===== src/rtl/poi_pkg.sv =====
// package for the planar odometry integrator
// types, constants and the cordic angle table; no dependencies
package poi_pkg;

  localparam int CordicSteps = 16;
  localparam int StepW = 5;
  localparam int VecW = 36;
  localparam int ProdW = VecW + 32;
  localparam int HiW = VecW + 1;
  localparam int SumW = VecW + 9;
  localparam logic signed [31:0] CordicGain = 32'sd652032874;
  localparam logic [31:0] YawScale = 32'd2935890503;

  typedef struct packed {
    logic signed [15:0] forward_speed;
    logic signed [15:0] side_speed;
    logic signed [15:0] yaw_rate;
    logic [15:0]        interval;
  } in_word_t;

  typedef struct packed {
    logic signed [47:0] position_x;
    logic signed [47:0] position_y;
    logic [31:0]        heading_angle;
    logic signed [15:0] quat_z;
    logic signed [15:0] quat_w;
  } out_word_t;

  typedef enum logic [3:0] {
    ST_IDLE, ST_ROT1, ST_GAIN1, ST_SCALE, ST_YAW, ST_ROT2, ST_GAIN2, ST_DONE
  } state_t;

  function automatic logic [31:0] atan_entry(input logic [StepW-1:0] i);
    case (i)
      5'd0: atan_entry = 32'd536870912;
      5'd1: atan_entry = 32'd316933406;
      5'd2: atan_entry = 32'd167458907;
      5'd3: atan_entry = 32'd85004756;
      5'd4: atan_entry = 32'd42667331;
      5'd5: atan_entry = 32'd21354465;
      5'd6: atan_entry = 32'd10679838;
      5'd7: atan_entry = 32'd5340245;
      5'd8: atan_entry = 32'd2670163;
      5'd9: atan_entry = 32'd1335087;
      5'd10: atan_entry = 32'd667544;
      5'd11: atan_entry = 32'd333772;
      5'd12: atan_entry = 32'd166886;
      5'd13: atan_entry = 32'd83443;
      5'd14: atan_entry = 32'd41722;
      5'd15: atan_entry = 32'd20861;
      5'd16: atan_entry = 32'd10430;
      5'd17: atan_entry = 32'd5215;
      5'd18: atan_entry = 32'd2608;
      5'd19: atan_entry = 32'd1304;
      5'd20: atan_entry = 32'd652;
      5'd21: atan_entry = 32'd326;
      5'd22: atan_entry = 32'd163;
      5'd23: atan_entry = 32'd81;
      default: atan_entry = 32'd0;
    endcase
  endfunction

endpackage


===== src/rtl/poi_cordic.sv =====
// one cordic rotation step per cycle, shared by the velocity and quaternion passes,
// and a byte-serial multiplier for the gain, interval and yaw products; uses poi_pkg
module poi_cordic (
  input  logic clk,
  input  logic rst,
  input  logic start,
  input  logic signed [poi_pkg::VecW-1:0] x_in,
  input  logic signed [poi_pkg::VecW-1:0] y_in,
  input  logic [31:0] angle,
  output logic done,
  output logic signed [poi_pkg::VecW-1:0] x_out,
  output logic signed [poi_pkg::VecW-1:0] y_out
);
  import poi_pkg::*;

  logic signed [VecW-1:0] x, y;
  logic signed [32:0] z;
  logic [StepW-1:0] step;
  logic [1:0] quad;
  logic [31:0] resid;
  logic running;

  assign quad = 2'((angle + 32'h2000_0000) >> 30);
  assign resid = angle - {quad, 30'd0};
  assign done = running && (step == StepW'(CordicSteps - 1));
  assign x_out = (z[32]) ? x + (y >>> step) : x - (y >>> step);
  assign y_out = (z[32]) ? y - (x >>> step) : y + (x >>> step);

  always_ff @(posedge clk) begin
    if (rst) begin
      running <= 1'b0;
    end else if (start) begin
      running <= 1'b1;
      step <= '0;
      z <= {resid[31], resid};
      case (quad)
        2'd1: begin x <= -y_in; y <= x_in; end
        2'd2: begin x <= -x_in; y <= -y_in; end
        2'd3: begin x <= y_in; y <= -x_in; end
        default: begin x <= x_in; y <= y_in; end
      endcase
    end else if (running) begin
      x <= x_out;
      y <= y_out;
      z <= z[32] ? z + 33'(atan_entry(step)) : z - 33'(atan_entry(step));
      step <= step + 1'b1;
      if (done) running <= 1'b0;
    end
  end
endmodule

module poi_mul (
  input  logic clk,
  input  logic rst,
  input  logic start,
  input  logic signed [poi_pkg::VecW-1:0] a,
  input  logic [31:0] b,
  output logic done,
  output logic signed [poi_pkg::ProdW-1:0] p
);
  import poi_pkg::*;

  logic signed [VecW-1:0] a_r;
  logic [31:0] b_r;
  logic signed [HiW-1:0] hi;
  logic [31:0] lo;
  logic signed [SumW-1:0] part, sum;
  logic [1:0] cnt;
  logic running;

  // low digit of b times a, added to the high half; low bytes shift out into lo
  assign part = SumW'(a_r) * SumW'($signed({1'b0, b_r[7:0]}));
  assign sum = SumW'(hi) + part;
  assign p = $signed({hi[VecW-1:0], lo});

  always_ff @(posedge clk) begin
    if (rst) begin
      running <= 1'b0;
      done <= 1'b0;
    end else begin
      done <= running && (cnt == 2'd3);
      if (start) begin
        running <= 1'b1;
        cnt <= '0;
        a_r <= a;
        b_r <= b;
        hi <= '0;
        lo <= '0;
      end else if (running) begin
        hi <= HiW'(sum >>> 8);
        lo <= {sum[7:0], lo[31:8]};
        b_r <= b_r >> 8;
        cnt <= cnt + 2'd1;
        if (cnt == 2'd3) running <= 1'b0;
      end
    end
  end
endmodule


===== src/rtl/planar_odometry_integrator_top.sv =====
// planar odometry integrator top level: handshakes, sequencer, accumulators
// uses poi_pkg, poi_cordic and poi_mul
//
// channel   dir  payload            handshake
// in        in   poi_pkg::in_word_t  in_valid / in_stall
// out       out  poi_pkg::out_word_t out_valid / out_stall
//
// a word is taken only after the previous result has loaded: two 16-step passes of the
// shared cordic unit, the ST_YAW state to start the second pass, and three multiply phases
// (byte-serial, four digits), the yaw products running beside the first two phases.
// in_stall is high until the result register loads.
// a stalled full result register holds the sequencer; rst clears position, heading, handshakes.
module planar_odometry_integrator_top (
  input  logic clk,
  input  logic rst,
  input  logic in_valid,
  output logic in_stall,
  input  poi_pkg::in_word_t in_data,
  output logic out_valid,
  input  logic out_stall,
  output poi_pkg::out_word_t out_data
);
  import poi_pkg::*;

  state_t state, state_next;
  in_word_t cur;
  logic entry;
  logic [47:0] acc_x, acc_y;
  logic [31:0] heading;
  logic signed [VecW-1:0] vx, vy;
  logic signed [31:0] yaw_p;

  logic c_start, c_done;
  logic signed [VecW-1:0] c_xin, c_yin, c_xo, c_yo;
  logic [31:0] c_ang;

  logic m_start, mz_start, mx_done, my_done, mz_done, phase_done;
  logic [31:0] mxy_b, mz_b;
  logic signed [VecW-1:0] mz_a;
  logic signed [ProdW-1:0] mx_p, my_p, mz_p;

  // gain products, one per component
  logic signed [ProdW-1:0] gx, gy;
  logic signed [VecW-1:0] rx, ry;
  logic signed [ProdW-1:0] dxp, dyp, yround;
  logic [47:0] dx, dy;
  logic [31:0] ymag;
  logic [31:0] yinc;
  logic signed [VecW-1:0] qz_r, qw_r;
  logic out_load;

  function automatic logic signed [15:0] sat16(input logic signed [VecW-1:0] v);
    logic signed [VecW-1:0] r;
    r = (v + 36'sd8192) >>> 14;
    if (r > 36'sd32767) sat16 = 16'sh7fff;
    else if (r < -36'sd32768) sat16 = 16'sh8000;
    else sat16 = r[15:0];
  endfunction

  assign in_stall = (state != ST_IDLE);
  assign c_start = (state == ST_IDLE && in_valid) || (state == ST_YAW);
  assign c_xin = (state == ST_YAW) ? 36'sd536870912 : 36'(in_data.forward_speed) <<< 14;
  assign c_yin = (state == ST_YAW) ? '0 : 36'(in_data.side_speed) <<< 14;
  assign c_ang = (state == ST_YAW) ? {1'b0, heading[31:1]} : heading;

  poi_cordic u_cordic (
    .clk(clk), .rst(rst), .start(c_start), .x_in(c_xin), .y_in(c_yin), .angle(c_ang),
    .done(c_done), .x_out(c_xo), .y_out(c_yo)
  );

  // multiplies start in the first cycle of their state
  assign m_start = entry && (state inside {ST_GAIN1, ST_SCALE, ST_GAIN2});
  assign mz_start = entry && (state inside {ST_GAIN1, ST_SCALE});
  assign phase_done = mx_done && my_done && (mz_done || state == ST_GAIN2);
  assign mxy_b = (state == ST_SCALE) ? {16'd0, cur.interval} : $unsigned(CordicGain);
  assign mz_a = (state == ST_SCALE) ? $signed(VecW'(ymag)) : VecW'(cur.yaw_rate);
  assign mz_b = (state == ST_SCALE) ? YawScale : {16'd0, cur.interval};

  poi_mul u_mul_x (
    .clk(clk), .rst(rst), .start(m_start), .a(vx), .b(mxy_b), .done(mx_done), .p(mx_p)
  );

  poi_mul u_mul_y (
    .clk(clk), .rst(rst), .start(m_start), .a(vy), .b(mxy_b), .done(my_done), .p(my_p)
  );

  poi_mul u_mul_z (
    .clk(clk), .rst(rst), .start(mz_start), .a(mz_a), .b(mz_b), .done(mz_done), .p(mz_p)
  );

  assign gx = mx_p + (ProdW'(1) <<< 29);
  assign gy = my_p + (ProdW'(1) <<< 29);
  assign rx = VecW'(gx >>> 30);
  assign ry = VecW'(gy >>> 30);
  assign dxp = mx_p + ProdW'(8192);
  assign dyp = my_p + ProdW'(8192);
  assign dx = 48'(dxp >>> 14);
  assign dy = 48'(dyp >>> 14);
  assign ymag = yaw_p[31] ? 32'(-yaw_p) : 32'(yaw_p);
  assign yround = mz_p + (ProdW'(1) <<< 31);
  assign yinc = yround[63:32];
  assign out_load = (state == ST_DONE) && (!out_valid || !out_stall);

  always_comb begin
    state_next = state;
    case (state)
      ST_IDLE:  if (in_valid) state_next = ST_ROT1;
      ST_ROT1:  if (c_done) state_next = ST_GAIN1;
      ST_GAIN1: if (phase_done) state_next = ST_SCALE;
      ST_SCALE: if (phase_done) state_next = ST_YAW;
      ST_YAW:   state_next = ST_ROT2;
      ST_ROT2:  if (c_done) state_next = ST_GAIN2;
      ST_GAIN2: if (phase_done) state_next = ST_DONE;
      ST_DONE:  if (out_load) state_next = ST_IDLE;
      default:  state_next = ST_IDLE;
    endcase
  end

  always_ff @(posedge clk) begin
    if (rst) begin
      state <= ST_IDLE;
      entry <= 1'b0;
      acc_x <= '0;
      acc_y <= '0;
      heading <= '0;
      out_valid <= 1'b0;
    end else begin
      state <= state_next;
      entry <= (state_next != state);
      out_valid <= out_load || (out_valid && out_stall);
      case (state)
        ST_IDLE: if (in_valid) cur <= in_data;
        ST_ROT1: if (c_done) begin vx <= c_xo; vy <= c_yo; end
        ST_GAIN1: if (phase_done) begin
          vx <= rx;
          vy <= ry;
          yaw_p <= mz_p[31:0];
        end
        ST_SCALE: if (phase_done) begin
          acc_x <= acc_x + dx;
          acc_y <= acc_y + dy;
          heading <= yaw_p[31] ? heading - yinc : heading + yinc;
        end
        ST_ROT2: if (c_done) begin vx <= c_xo; vy <= c_yo; end
        ST_GAIN2: if (phase_done) begin qw_r <= rx; qz_r <= ry; end
        ST_DONE: if (out_load) begin
          out_data.position_x <= acc_x;
          out_data.position_y <= acc_y;
          out_data.heading_angle <= heading;
          out_data.quat_z <= sat16(qz_r);
          out_data.quat_w <= sat16(qw_r);
        end
        default: ;
      endcase
    end
  end
endmodule

===== config.mk =====
export PLATFORM = sky130hd
export DESIGN_NAME = planar_odometry_integrator_top
export DESIGN_NICKNAME = d
export VERILOG_FILES = /design/src/rtl/poi_pkg.sv /design/src/rtl/poi_cordic.sv /design/src/rtl/planar_odometry_integrator_top.sv
export SDC_FILE = /design/constraint.sdc
export NUM_CORES = 2
export LEC_CHECK = 0
export ABC_AREA = 1
export BUFFER_PORTS_ARGS = -buffer_cell sky130_fd_sc_hd__buf_4
export CELL_PAD_IN_SITES_DETAIL_PLACEMENT = 0
export CELL_PAD_IN_SITES_GLOBAL_PLACEMENT = 2
export CORE_AREA = 10 10 526 528
export CTS_CLUSTER_DIAMETER = 150
export DETAILED_ROUTE_END_ITERATION = 16
export DIE_AREA = 0 0 536 538
export PLACE_DENSITY = 0.84
export SLEW_MARGIN = 20
export SYNTH_ARGS = -nofsm -noshare
export SYNTH_HDL_FRONTEND = slang
export SYNTH_HIERARCHICAL = 1
export SYNTH_SLANG_ARGS = --single-unit

===== constraint.sdc =====
create_clock -name clk -period 26.1 [get_ports clk]
set_input_delay 3.915 -clock clk [delete_from_list [all_inputs] [get_ports clk]]
set_output_delay 3.915 -clock clk [all_outputs]
set_load 0.1 [all_outputs]

==> impl_metrics.py <==
metrics = {
    "floorplan": {
        "initial_core_util": 0.403,
        "dieWidth_microns": 536,
        "dieHeight_microns": 538,
        "rows": 190,
        "core_sq_mm": 0.266,
        "io_pins": 230,
        "die_area_sq_mm": 0.288,
    },
    "worst_setup_path": {
        "start_kind": "input pin",
        "crit_path_end_kind": "flip-flop",
        "critPathArrivalTime_ns": 7.99,
        "r2r_cells": 27,
        "path_class": "in2reg",
        "cp.required_ns": 26.78,
        "cp_max_fo": 54,
    },
    "hold_path": {
        "hp-class": "reg2reg",
        "hold_depth": 0,
    },
    "sta": {
        "final_max_slew_viol_count": 0,
        "clock.fmax_mhz": 137,
        "worst_pin_slew_ns": 1.13,
        "finalHoldViolCount": 0,
        "fin_skew_ns": 0.0483,
        "period_needed_ns": 7.30,
        "slew_headroom": 0.245,
        "tns_ns": 0,
        "fin_crit_sh": 0.280,
        "setup_viol": 0,
        "rsz0062_at_grt": "no",
    },
    "finish": {
        "final_layout_size_suffix_gt1_frac": 0.0661,
        "mostFrequentLayoutCell": "nand2_1",
        "postLayoutCellArea_sq_mm": 0.117,
        "finalNetCount": 16200,
        "syn_to_final_growth_pct": 8.88,
        "most-common-layout-cells": "nand2_1 (4207), inv_1 (2906), nor2_1 (1240)",
    },
    "global_routing": {
        "grt_antenna_before_repair": 15,
        "grt-ovfl-total": 0,
        "track_usage": 0.269,
        "first_global_vias": 94200,
        "grt_pass1_wl_microns": 595000,
        "grt_max_degree": 125,
    },
    "pwr": {
        "combPwrFrac": 0.235,
        "power_leakage_uw": 0.0607,
        "p_clk_frac": 0.399,
        "p_sw_uw": 1750,
        "powerDensity_mw_per_mm2": 43.4,
        "swShare": 0.345,
        "vdd_ir_drop_max_mv": 0.0521,
        "p_int_uw": 3330,
        "power_frac_seq": 0.366,
    },
    "clocking": {
        "cts.repair.resized": 0,
        "cts_max_level": 4,
        "cts_tree": "built",
        "clock_path_buffers": 4,
        "clk_latency_ns": 0.85,
        "root_buffer": "clkbuf_16",
        "hold_buffers": 0,
        "cts_buffers": 139,
        "clkTransAtPathRegs_ns": 0.06,
        "cts_setup_buffers": 0,
        "clock-sinks": 1014,
    },
    "drt": {
        "first_pass_iters": 8,
        "vias": 94600,
        "viasPerCell": 5.11,
        "routed_wirelength_microns": 396000,
        "wl_per_cell_microns": 21.4,
        "drc": 0,
        "ant_nets": 0,
        "drt-initial-drc-count": 8177,
    },
    "placement": {
        "dp_hpwl_microns": 319000,
        "io_buffer_count": 229,
        "gp_congestion": 0.955,
        "place_area_sq_mm": 0.112,
    },
    "synth": {
        "syn_inst": 14800,
        "yosysWarningCount": 6,
        "netlist_area_sq_mm": 0.107,
        "syn-mean-instance-area_sq_um": 7.24,
    },
    "run_status": {
        "status": "finished, final reports clean",
    },
    "job": {
        "maxCapViolCount": 0,
    },
}
-- power by group through the flow --
stage | Combinational (uW) | Clock, uW | Sequential [uW]
3_3_place_gp | 1170 | 0 | 1890
5_1_grt | 1300 | 2130 | 1860
6_report | 1190 | 2020 | 1860
2_1_floorplan | 726 | 0 | 1850
3_5_place_dp | 1170 | 0 | 1890
4_1_cts | 1170 | 2080 | 1860
-- state kept, by name (all words and copies together), names as in the netlist, 23 cells and up, named ones only --
signal and count:
out_data 160, acc_x 48, acc_y 48, u_mul_x/hi 37, u_mul_y/hi 37, u_mul_z/hi 37, u_cordic/x 36, u_cordic/y 36
u_mul_x/a_r 36, u_mul_y/a_r 36, u_mul_z/a_r 36, vx 36, vy 36, u_cordic/z 33, cur 32, heading 32
u_mul_x/b_r 32, u_mul_y/b_r 32, u_mul_z/b_r 32, u_mul_z/lo 32, yaw_p 32, qw_r 23, qz_r 23
-- worst max-delay path, stage by stage --
cell	delay, ns
buf_4	0.08
nand3_1	0.25
nand2_4	0.55
nor2_1	0.14
nor2_4	0.10
buf_4	0.57
o21ai_0	0.18
o21ai_1	0.13
buf_4	0.23
inv_1	0.21
nor2_1	0.61
inv_1	0.49
nor2_1	0.32
a21oi_1	0.12
-- layer usage --
layer / up-vias / part of all wire / global-route usage
li1: 45800 / - / -
met4: 6 / 0.042 / 0.0963
met3: 506 / 0.062 / 0.0397
met1: 45400 / 0.44 / 0.359
met2: 2911 / 0.46 / 0.445
met5: - / 0.00012 / 0
-- final timing paths --
| path | from | endpoint | slack [ns] |
|---|---|---|---|
| min | vx[26]$_DFFE_PP_ | u_mul_x/a_r[26]$_DFFE_PP_ | 0.39 |
| min reg2reg | vx[26]$_DFFE_PP_ | u_mul_x/a_r[26]$_DFFE_PP_ | 0.39 |
| max | in_valid | flip-flop | 18.80 |
| max reg2reg | u_cordic/step[1]$_SDFFCE_PP0P_ | u_cordic/y[33]$_DFFE_PP_ | 19.44 |
-- per-stage QoR --
step,util,total power (uW),worst slack [ns],hold slack (ns),cells
6_report,0.438,5080,18.80,0.389,18500
5_1_grt,0.438,5290,18.41,0.385,18500
4_1_cts,0.438,5110,18.81,0.381,18500
3_5_place_dp,0.421,3060,17.93,0.405,18200
3_3_place_gp,0.421,3060,17.82,0.400,18200
2_1_floorplan,-,2580,14.28,0.400,14900
-- cell type report --
type,count,area (sq um)
clock buffer,166,3710
multi-input combinational,10400,65200
tap,3552,4440
inverter,2972,11200
clock inverter,85,997
antenna,3,7.51
fill,27700,150000
sequential,1014,28700
timing repair buffer,335,2560
Power figures use the tool's default switching activity.
